[config.mk]
export PLATFORM = sky130hd
export DESIGN_NAME = mqe_front_flat
export DESIGN_NICKNAME = d
export VERILOG_FILES = /design/src/hw/rtl/mqe_pkg.sv /design/src/hw/rtl/mqe_if.sv /design/src/hw/rtl/mqe_front.sv /design/src/flat_wrapper.sv
export SDC_FILE = /design/constraint.sdc
export NUM_CORES = 1
export LEC_CHECK = 0
export BUFFER_PORTS_ARGS = -buffer_cell sky130_fd_sc_hd__clkbuf_2
export CORE_MARGIN = 2
export CORE_UTILIZATION = 31
export DETAILED_ROUTE_END_ITERATION = 7
export PLACE_DENSITY = 0.91
export SLEW_MARGIN = 25
export SYNTH_ARGS = -nofsm -noshare
export SYNTH_HDL_FRONTEND = slang
export SYNTH_SLANG_ARGS = --single-unit
[constraint.sdc]
create_clock -name vclk -period 2.2
set_clock_uncertainty 0.05 [all_clocks]
set_input_delay 0.44 -clock vclk [all_inputs]
set_output_delay 0.44 -clock vclk [all_outputs]
set_load 0.01 [all_outputs]
[src/hw/rtl/mqe_pkg.sv]
package mqe_pkg;

  localparam int QUEUE_COUNT = 1024;
  localparam int CAPACITY    = 4096;
  localparam int DATA_WIDTH  = 32;

  localparam int QW    = $clog2(QUEUE_COUNT);
  localparam int EW    = $clog2(CAPACITY);
  localparam int CW    = EW + 1;
  localparam int QIU_W = 11;
  localparam logic [QIU_W-1:0] QIU_RESET = QIU_W'(1024);

  typedef enum logic [1:0] {
    OP_ENQ   = 2'd0,
    OP_FRONT = 2'd1,
    OP_DEQ   = 2'd2,
    OP_NONE  = 2'd3
  } op_e;

  typedef enum logic [1:0] {
    ST_OK    = 2'd0,
    ST_EMPTY = 2'd1,
    ST_FULL  = 2'd2,
    ST_BAD   = 2'd3
  } status_e;

  typedef enum logic [1:0] {
    CLS_RUN,
    CLS_NOP,
    CLS_BAD
  } cls_e;

  typedef struct packed {
    op_e                          op;
    cls_e                         cls;
    logic [QW-1:0]                queue;
    logic signed [DATA_WIDTH-1:0] value;
  } item_t;

  typedef struct packed {
    logic          nonempty;
    logic [EW-1:0] head;
    logic [EW-1:0] tail;
  } qent_t;

endpackage

[src/hw/rtl/mqe_if.sv]
interface mqe_in_if;
  import mqe_pkg::*;
  logic                         valid;
  logic                         ready;
  logic [1:0]                   opcode;
  logic [QW-1:0]                queue_index;
  logic signed [DATA_WIDTH-1:0] value;
  modport source (output valid, output opcode, output queue_index, output value, input ready);
  modport sink   (input valid, input opcode, input queue_index, input value, output ready);
endinterface


[src/hw/rtl/mqe_front.sv]
module mqe_front (
  mqe_in_if.sink                      in_if,
  input  logic [mqe_pkg::QIU_W-1:0]   queues_in_use_i,
  input  logic                        clear_done_i,
  output logic                        push_valid_o,
  output mqe_pkg::item_t              push_data_o,
  input  logic                        push_ready_i
);
  import mqe_pkg::*;

  // Bad index and unused opcodes are settled here so the back end skips the tables.
  always_comb begin
    push_data_o.op    = op_e'(in_if.opcode);
    push_data_o.queue = in_if.queue_index;
    push_data_o.value = in_if.value;
    if (op_e'(in_if.opcode) == OP_NONE) begin
      push_data_o.cls = CLS_NOP;
    end else if ({1'b0, in_if.queue_index} >= queues_in_use_i) begin
      push_data_o.cls = CLS_BAD;
    end else begin
      push_data_o.cls = CLS_RUN;
    end
  end

  assign in_if.ready  = push_ready_i & clear_done_i;
  assign push_valid_o = in_if.valid & clear_done_i;

endmodule

[src/flat_wrapper.sv]
// flat-port wrapper written by rule: the top's interface ports become plain ports
module mqe_front_flat import mqe_pkg::*;
  (queues_in_use_i, clear_done_i, push_valid_o, push_data_o, push_ready_i, in_if_valid, in_if_opcode, in_if_queue_index, in_if_value, in_if_ready);
  mqe_in_if in_if_i ();
  input  logic [mqe_pkg::QIU_W-1:0] queues_in_use_i;
  input  logic clear_done_i;
  output logic push_valid_o;
  output mqe_pkg::item_t push_data_o;
  input  logic push_ready_i;
  input wire logic [$bits(in_if_i.valid)-1:0] in_if_valid;
  input wire logic [$bits(in_if_i.opcode)-1:0] in_if_opcode;
  input wire logic [$bits(in_if_i.queue_index)-1:0] in_if_queue_index;
  input wire logic [$bits(in_if_i.value)-1:0] in_if_value;
  output wire logic [$bits(in_if_i.ready)-1:0] in_if_ready;
  assign in_if_i.valid = in_if_valid;
  assign in_if_i.opcode = in_if_opcode;
  assign in_if_i.queue_index = in_if_queue_index;
  assign in_if_i.value = in_if_value;
  assign in_if_ready = in_if_i.ready;
  mqe_front u_core (.in_if(in_if_i), .queues_in_use_i(queues_in_use_i), .clear_done_i(clear_done_i), .push_valid_o(push_valid_o), .push_data_o(push_data_o), .push_ready_i(push_ready_i));
endmodule
# After elaboration in Yosys (flattened, before gate mapping)

Cells that the tools add are included.

Register bits after elaboration: 0
Bits in latches: 0
ROM bits: 0
Memories: 0
Memory bits (writable): 0
Input bits: 58

Shift-type cells: 0
Eq/ne operators: 1
Muxes and demuxes: 2
Multiply operators: 0
Reductions and logical operators: 0
Add/sub/neg operators: 0
$lt $le $gt $ge: 1
Divide/modulo/power cells: 0
Bitwise gates (word level): 2

Operators by type and width:

| kind                                                           | count |
|---|---|
| 10-bit by 11-bit greater-or-equal comparator with 1-bit output | 1 |
| 2-bit 2-to-1 mux                                               | 2 |
| 1-bit bitwise AND                                              | 2 |
| 2-bit == test (second input constant)                          | 1 |

# Longest topological paths before layout

Depth in word-level cells: 3
Mapped depth: 6

# Worst setup path after synthesis

No wires, ideal clock.

Path kind: input to output
Start: in queues_in_use_i[6] (netlist name)
End: out push_data_o[43] (netlist name)
Slack: 0.540 ns
Path buffers: 0
Cell stages on the path: 6
Arrival: 1.170 ns
Path through: inv_1 -> ha_1 -> nand2_1 -> o21ai_1 -> a21oi_1 -> o21ai_1

RTL lines:

| what               | RTL line          | text |
|---|---|---|
| start: declaration | flat_wrapper.sv:5 | `input logic [mqe_pkg::QIU_W-1:0] queues_in_use_i;` |
| end: declaration   | flat_wrapper.sv:8 | `output mqe_pkg::item_t push_data_o;` |

==> metrics.md <==
| Metric | Value |
|---|---|
| Number of failing setup endpoints in the final timing report | 0 |
| Mapped Avg Cell Area | about 7 µm² |
| Arithmetic-cell share of the synthesized area counting full adders, half adders and majority gates | 0.207 |
| Die outline width | 48.2 µm |
| Final-report hold violation count | 0 |
| Layout Utilization | 0.289 |
| FILL cells | about 200 |
| Post-Layout Inst Area | roughly 520 µm² |
| Actual slew at the worst max-slew pin | between 100 and 150 ps |
| Total I/O pin count | about 110 |
| Number of I/O port buffers | 42 |
| Share of final-layout standard cells stronger than drive strength 1 | 0.537 |
| FF/Latch Area | 0 µm² |
| Min Clock Period, post-route | 1930 ps |
| Category of the worst setup path capture point | output port |
| Post-route DRC | 0 |
| Ratio of total power to cell area | roughly 170 nW/µm² |
| Class of the tightest hold or removal check | primary input to output port |
| Synth cell types | 13 |
| Post-layout power | 88.5 µW |
| Routed length per placed instance | slightly below 8 µm |
| Final ANT Viol Nets | 0 |
| Final-layout setup total negative slack | 0 ps |
| Synth warn | 0 |
| Highest routed layer | met4 |
| Per-cell via count in the routed design | roughly 4 |
| Die Span Y | a little under 50 µm |
| Worst IR Drop VDD | 0.0000706 V |
| Total standard cell area after synthesis | slightly above 600 µm² |
| Post-route fraction of the period consumed by the critical path | 0.875 |
| Maximum number of pins on one net before global-route repair | 3 |
| Buffer count from post-CTS setup fixing | 0 |
| Initial Util | 0.339 |
| Result of the run | complete, no violations |
| Share of the synthesized area in compound gates (AO/OA/AOI/OAI) | 0.0745 |
| Max-cap check violation count | 0 |
| Site row count | 15 |
| Placement Cell Area | 515 µm² |
| Placeable Area | ~1800 µm² |
| Synthesized instance count | 84 |
| DP HPWL | between 800 and 900 µm |
| Largest driver fanout on the critical path | 2 |
| Combinational family with the most area after synthesis | buffers and inverters |
| Total overflow reported by the global router | 0 |
| Worst Path Arrival | between 1000 and 1500 ps |
| Vias in the first global route | 301 |
| Global-route wire length before repair | approximately 1100 µm |
| Hold slack | about 830 ps |
| Detailed router's first-iteration violation count | 1 |
| First-pass DRT Iterations | 3 |
| Final sequential cell count | 0 |
| Routability-driven placement congestion ratio | roughly 0.71 |
| Wire length on met2 | roughly 430 µm |
| Initial antenna violation count | 0 |
| CLK BUF | 0 |
| Layout overhead on the synthesized area | -14.7% |
| Number of resized instances in the post-cts repair step | 0 |
| Critical path start-end classification | primary input to output port |
| Net count of the mapped netlist | approximately 150 |
| Multiplexer fraction of the synthesized cell area | 0 |
| Startpoint type of the worst setup path | primary input |
| Xor-xnor portion of the synthesized cell area | 0 |
| Routed metal-1 wirelength | a little under 300 µm |
| Slew headroom | 0.902 |
| Number of nets in the layout | roughly 150 |
| Full die area | ~2300 µm² |
| Achievable frequency | a little over 0.5 GHz |
| Register area share after synthesis | 0 |
| Met3 WL post-DR | between 100 and 150 µm |
| Final count of pins violating max slew | 0 |
| RSZ-0062 raised after global routing | false |
| Cts-stage hold buffer count | 0 |
| Vias | 417 |
| Overall routing resource usage | 0.0624 |
| Required time of the worst setup path | between 1500 and 2000 ps |
| Reported leakage power | approximately 0.00034 µW |
| N_diodes | 0 |
| Simple-gate area share of the yosys netlist | 0.110 |
| Total wire length | roughly 850 µm |
==> layout make-up <==
type | instances | area, µm² | area share
Tap cell | 25 | 31.3 | 0.0607
Timing Repair Buffer | 42 | 210 | 0.408
Multi-Input combinational cell | 30 | 236 | 0.459
Inverter | 10 | 37.5 | 0.0728
==> layer usage <==
| layer | vias to the layer above | GRT usage |
|---|---|---|
| met3 | 2 | 0.0222 |
| met5 | - | 0 |
| met4 | 0 | 0.0108 |
| li1 | 216 | - |
| met2 | 41 | 0.0974 |
| met1 | 158 | 0.0835 |
==> power breakdown <==
part           internal, µW  switching, µW  total, µW
registers                 0              0          0
clock network             0              0          0
logic                  46.2           42.3       88.5
total                  46.2           42.3       88.5
==> metrics by stage <==
stage | worst slack, ps | cells
4_1_cts | 227 | 107
3_3_place_gp | 235 | 107
2_1_floorplan | 540 | 84
6_report | 274 | 107
5_1_grt | 153 | 107
3_5_place_dp | 232 | 107
==> cell usage in the layout (no fill, tap or decap), drive strengths merged <==
cell type	instances
inv	10
and2	3
clkbuf	42
nand4	1
nor2b	2
ha	10
o21ai	4
a21oi	5
nand2	3
nor2	2
==> kinds of logic (layout without fill, tap and decap cells) <==
group	Yosys count	count (layout)
buffers and inverters	54	52
and+or+nand+nor	11	11
adders and majority gates	10	10
AOI/OAI and AO/OA	9	9
==> worst max-delay path, cell delays in order <==
cell                       delay (ps)
sky130_fd_sc_hd__clkbuf_2          90
sky130_fd_sc_hd__ha_1             300
sky130_fd_sc_hd__a21oi_1          160
sky130_fd_sc_hd__o21ai_1           80
sky130_fd_sc_hd__a21oi_1          150
sky130_fd_sc_hd__o21ai_1           90
sky130_fd_sc_hd__clkbuf_2         130
==> cell usage after synthesis (all sizes together) <==
| cell type | number | area share |
|---|---|---|
| buf | 44 | 0.55 |
| ha | 10 | 0.21 |
| inv | 10 | 0.062 |
| a21oi | 5 | 0.041 |
| o21ai | 4 | 0.033 |
| and2 | 3 | 0.035 |
| nand2 | 3 | 0.019 |
| nor2 | 2 | 0.025 |
| nor2b | 2 | 0.021 |
| nand4 | 1 | 0.010 |
==> path summary, 6_finish.rpt <==
kind	from	to	cells after the start
worst max-delay path	in_if_queue_index[6]	push_data_o[43]	7
worst min-delay path	in_if_value[12]	push_data_o[12]	0
Power figures use the tool's default switching activity.
