## config.mk

```make
export PLATFORM = sky130hd
export DESIGN_NAME = mqe_fifo
export DESIGN_NICKNAME = d
export VERILOG_FILES = /design/src/hw/rtl/mqe_pkg.sv /design/src/hw/rtl/mqe_fifo.sv
export SDC_FILE = /design/constraint.sdc
export NUM_CORES = 1
export LEC_CHECK = 0
export ABC_CLOCK_PERIOD_IN_PS = 3900
export BUFFER_PORTS_ARGS = -buffer_cell sky130_fd_sc_hd__buf_4
export CORE_MARGIN = 2
export CORE_UTILIZATION = 35
export CTS_CLUSTER_SIZE = 24
export DETAILED_ROUTE_END_ITERATION = 10
export HOLD_SLACK_MARGIN = 0.03
export PLACE_DENSITY_LB_ADDON = 0.05
export SETUP_SLACK_MARGIN = 0.15
export SYNTH_ARGS = -nofsm -noshare
export SYNTH_HDL_FRONTEND = slang
export SYNTH_SLANG_ARGS = --single-unit
```

## constraint.sdc

```tcl
create_clock -name clk_i -period 3.9 [get_ports clk_i]
set_input_delay 0 -clock clk_i [delete_from_list [all_inputs] [get_ports clk_i]]
set_output_delay 0 -clock clk_i [all_outputs]
set_load 0.03 [all_outputs]
```

## src/hw/rtl/mqe_pkg.sv

```systemverilog
package mqe_pkg;

  localparam int QUEUE_COUNT = 1024;
  localparam int CAPACITY    = 4096;
  localparam int DATA_WIDTH  = 32;

  localparam int QW    = $clog2(QUEUE_COUNT);
  localparam int EW    = $clog2(CAPACITY);
  localparam int CW    = EW + 1;
  localparam int QIU_W = 11;
  localparam logic [QIU_W-1:0] QIU_RESET = QIU_W'(1024);

  typedef enum logic [1:0] {
    OP_ENQ   = 2'd0,
    OP_FRONT = 2'd1,
    OP_DEQ   = 2'd2,
    OP_NONE  = 2'd3
  } op_e;

  typedef enum logic [1:0] {
    ST_OK    = 2'd0,
    ST_EMPTY = 2'd1,
    ST_FULL  = 2'd2,
    ST_BAD   = 2'd3
  } status_e;

  typedef enum logic [1:0] {
    CLS_RUN,
    CLS_NOP,
    CLS_BAD
  } cls_e;

  typedef struct packed {
    op_e                          op;
    cls_e                         cls;
    logic [QW-1:0]                queue;
    logic signed [DATA_WIDTH-1:0] value;
  } item_t;

  typedef struct packed {
    logic          nonempty;
    logic [EW-1:0] head;
    logic [EW-1:0] tail;
  } qent_t;

endpackage

```

## src/hw/rtl/mqe_fifo.sv

```systemverilog
module mqe_fifo (
  input  logic           clk_i,
  input  logic           rst_ni,
  input  logic           push_valid_i,
  input  mqe_pkg::item_t push_data_i,
  output logic           push_ready_o,
  output logic           pop_valid_o,
  output mqe_pkg::item_t pop_data_o,
  input  logic           pop_ready_i
);
  import mqe_pkg::*;

  item_t       slot_q [2];
  logic        wr_q, wr_d, rd_q, rd_d;
  logic [1:0]  cnt_q, cnt_d;
  logic        do_push, do_pop;

  assign push_ready_o = (cnt_q != 2'd2);
  assign pop_valid_o  = (cnt_q != 2'd0);
  assign pop_data_o   = slot_q[rd_q];
  assign do_push      = push_valid_i & push_ready_o;
  assign do_pop       = pop_valid_o & pop_ready_i;

  always_comb begin
    wr_d  = wr_q ^ do_push;
    rd_d  = rd_q ^ do_pop;
    cnt_d = cnt_q + 2'(do_push) - 2'(do_pop);
  end

  always_ff @(posedge clk_i or negedge rst_ni) begin
    if (!rst_ni) begin
      wr_q  <= 1'b0;
      rd_q  <= 1'b0;
      cnt_q <= 2'd0;
    end else begin
      wr_q  <= wr_d;
      rd_q  <= rd_d;
      cnt_q <= cnt_d;
    end
  end

  always_ff @(posedge clk_i) begin
    if (do_push) begin
      slot_q[wr_q] <= push_data_i;
    end
  end

endmodule

```

---- Word level (Yosys, flattened, before mapping) ----
Memory sizes are Yosys's and may differ from the RTL's.
Index checks and enable logic that the tools add are counted.
operators by class
  $add $sub $neg .......................... 2
  equality and inequality tests ........... 1
  muxes and demuxes ....................... 2
  bitwise operators ....................... 4
  reductions and logical operators ........ 1
operators by type and width
  kind                  count
  $add A2 B1 Y2         1
  $and A1 B1 Y1         2
  $mux W1               2
  $ne A2 B2 Y1 const B  1
  $reduce_bool A2 Y1    1
  $sub A2 B1 Y2         1
  $xor A1 B1 Y1         2
word-level totals
  bits in registers ....................... 4
  memory bits (writable) .................. 92
  bits of input ports ..................... 50
  output and inout port bits .............. 48
  memories ................................ 1
memories
  name    words  bits a word  rd ports  clocked after Yosys merged registers in  wr ports  line            text
  slot_q  2      46           1         0                                        1         mqe_fifo.sv:13  item_t slot_q [2];

---- Longest topological paths before layout ----
  word-level depth ........................ 4
  depth in mapped cells ................... 5

---- Worst setup path before layout ----
No wires, ideal clock.
  path type ............................... register -> register
  start point ............................. register cnt_q[0]
  end point ............................... memory slot_q[0][0] in the netlist's numbering (enable)
  library setup time ...................... 0.408 ns
  data arrival time ....................... 2.056 ns
  slack ................................... 1.436 ns
  cell stages (with the launch flop) ...... 4
  buffers on the path ..................... 0
  clock period less this slack ............ 2.464 ns
  cells stage by stage .................... dfrtp_1 nand2b_1 and2_1 ha_1
on the way
  word-level cells in the longest chain between the ends .. 4
ends and longest elaborated chain
  what                           line            text
  start, declared                mqe_fifo.sv:15  logic [1:0] cnt_q, cnt_d;
  start signal, assigned         mqe_fifo.sv:38  cnt_q <= cnt_d;
  $ne A2 B2 Y1                   mqe_fifo.sv:18  assign push_ready_o = (cnt_q != 2'd2);
  named net push_ready_o         mqe_fifo.sv:6   output logic push_ready_o,
  $and A1 B1 Y1                  mqe_fifo.sv:21  assign do_push = push_valid_i & push_ready_o;
  $mux W1                        mqe_fifo.sv:43  if (do_push) begin
  $mux W1 (implied by the code)  mqe_fifo.sv:44  slot_q[wr_q] <= push_data_i;
  end, declared                  mqe_fifo.sv:13
The timed path passes the listed nets, and every way through them passes these cells.

==> key figures <==
Place
  – Buffers on Ports: between 90 and 100
  – Placed cells: slightly below 400
  – Gpl congestion: 0.676
  – DPL Wire Length: roughly 4.0 mm

Layout
  – Most common cell after layout, fill and taps aside: buf_4
  – Area grow syn2layout: 43.9%
  – Layout cells sized above 1: 0.506
  – Fin nets: between 300 and 400
  – Commonest cells after routing, fill and taps aside: buf_4 (100), edfxtp_1 (92), dlygate4sd3_1 (49)
  – Antenna Cells: 0
  – Non-filler cells, final: around 460

Routing
  – Total Wirelength: around 6.5 mm
  – WL/cell: roughly 14 um
  – Antenna viol nets, final: 0
  – DRT iter0 DRCs: 71
  – Initial DRT Pass Iterations: 4
  – DR DRC count: 0
  – Avg Vias per Cell: 4.36
  – Via count: approximately 2,000

Die
  – Die Ht: ~100 um
  – Initial Util: 0.362
  – Full die area: ~0.011 mm^2
  – Io pins: 98
  – Std-Cell Rows: 36
  – Die width: 105 um
  – Core area: 0.00982 mm^2

Clock network
  – Clock root buffer master: clkbuf_8
  – Cts repair resizes: 0
  – Clk pin slew, worst setup/hold paths: approximately 0.090 ns
  – CTS Hold Bufs: 49
  – Clock sinks: between 90 and 100
  – CTS tree: yes
  – H-tree levels: 3
  – Later-pin clock latency in the skew report: about 0.34 ns
  – Setup bufs post-CTS: 0
  – CTS max path bufs: 2
  – TritonCTS Buffers: 9

Timing
  – Fin. Hold Viols: 0
  – Endpoints failing setup: 0
  – Setup TNS Final: 0 ns
  – Clock skew: between 0.005 and 0.006 ns
  – Fmax: 453 MHz
  – Fin crit period: between 2 and 2.5 ns
  – Fin crit share: 0.566
  – Worst rel slew slack: 0.431
  – Worst-margin pin slew: roughly 0.85 ns
  – Max Slew Vio Count: 0
  – RSZ-0062 raised after global routing: no

Synthesis
  – Seq/Total Area, Yosys: 0.805
  – Area contributors post-synth: edfxtp_1 (78%), mux2_2 (15%), dfrtp_1 (2.8%)
  – Cell variety after synth: 21
  – Flops & latches, synth: 96
  – Synthesized area: approximately 0.0036 mm^2
  – Synthesized Nets: ~220
  – Avg Inst Size Synth: roughly 21 um^2
  – Largest area contributor in the netlist: edfxtp_1
  – Synth Warn #: 0
  – Cells after Synth: 166
  – Top cell type's share of synthesized area: 0.777

Critical path
  – CP bufs+invs: 2
  – CP delay by family, top: flip-flops
  – Crit path capture type: output pin
  – WP data required: between 3 and 4 ns
  – Startpoint Class: flip-flop
  – CP dominant cell by count: buf_4
  – Critical Path AT: roughly 2.2 ns
  – Slowest cell delay on critical path: around 0.94 ns
  – Maximum fanout along the worst path: 34
  – CP max stage cell: dfrtp_2
  – Crit Path Category: reg2out
  – Crit-path cells: buf_4 -> mux2_2 -> buf_4

Global route
  – Most used routing layer: met2
  – GRT Overall Usage: 0.120
  – Met2 Track Usage GR: 0.199
  – Initial antenna violation count: 0
  – Total congestion overflow: 0
  – GR met3 Demand/Resource: 0.0424
  – Number of global-route vias before repair: 2,089
  – First-pass GRT wire length: 10.1 mm
  – Met1 GRT Util: 0.144
  – Pin count of the biggest net entering global routing: 35

Worst hold path
  – Hold Path Class: in2reg

Pwr
  – Lkg Pwr: slightly below 2 nW
  – Power per cell area: a little over 700 mW/mm^2
  – VDD IR-drop max: approximately 380 uV

Outcome
  – Outcome: finished, final reports clean

Job
  – Max Cap Viol: 0
==> through the flow <==
stage / utilization / area, um^2 / total power [mW] / worst slack (ns) / hold WS (ns)
floorplan: - / 3560 / 2.49 / 1.44 / -0.296
global placement: 0.451 / 4430 / 2.98 / 1.77 / -0.198
detailed placement: 0.451 / 4430 / 2.99 / 1.75 / -0.197
CTS: 0.521 / 5120 / 3.67 / 1.63 / 0.0686
global route: 0.521 / 5120 / 3.79 / 1.55 / 0.0914
finish: 0.521 / 5120 / 3.61 / 1.69 / 0.0881
==> kinds of logic after synthesis <==
family / count (synthesis) / synth area share
AOI/OAI and AO/OA: 4 / 0.00880
buffers and inverters: 7 / 0.0151
DFF: 96 / 0.805
and+or+nand+nor: 9 / 0.0134
adders and majority gates: 2 / 0.00704
muxes: 46 / 0.146
xor gates and xnor gates: 2 / 0.00493
==> worst reg2reg max path, stage by stage, from the launching register on <==
cell	delay, ns
dfrtp_1	0.45
nand2b_1	0.17
and2_1	0.14
ha_2	0.58
buf_4	0.43
==> final cells by class <==
| type | instances | area [um^2] |
|---|---|---|
| fill | 840 | 4700 |
| tap | 133 | 166 |
| timing repair buffer | 149 | 1240 |
| clock buffer | 9 | 124 |
| inverter | 2 | 7.51 |
| multi-input combinational | 63 | 643 |
| sequential | 96 | 2860 |
| clock inverter | 7 | 71.3 |
==> state kept, by name, indices dropped and copies added (netlist names) <==
signal  count
cnt_q       2
slot_q     92
rd_q        1
wr_q        1
==> synth_stat cells, drive strengths merged <==
cell    instances
edfxtp         92
mux2           46
buf             5
dfrtp           4
ha              2
inv             2
nor2            2
xnor2           2
a211oi          1
a21bo           1
a32oi           1
and2            1
and3            1
nand2           1
nand2b          1
nand3           1
nor2b           1
o21ai           1
or2             1
==> power breakdown <==
part           switching, mW  total [mW]  internal [mW]
registers              0.130        1.54           1.41
clock network          0.340       0.637          0.297
logic                  0.817        1.43          0.616
==> routing by layer <==
metal,up-vias,part of all wire
met2,60,0.49
met5,-,0
met3,8,0.055
met4,0,0.011
met1,975,0.45
li1,959,-
==> path summary, 6_finish.rpt <==
path,start,endpoint,slack [ns],depth (start not counted)
max in group asynchronous,rst_ni,rd_q,3.14,3
worst min-delay path,push_valid_i,wr_q,0.09,4
worst min register to register,cnt_q[0],cnt_q[0],0.64,1
worst max-delay path,rd_q,pop_data_o[32],1.69,3
min in group asynchronous,rst_ni,cnt_q[0],0.55,3
worst max register to register,cnt_q[0],slot_q[0][26],1.80,4
Note: power is estimated with default switching activity, not from simulation.
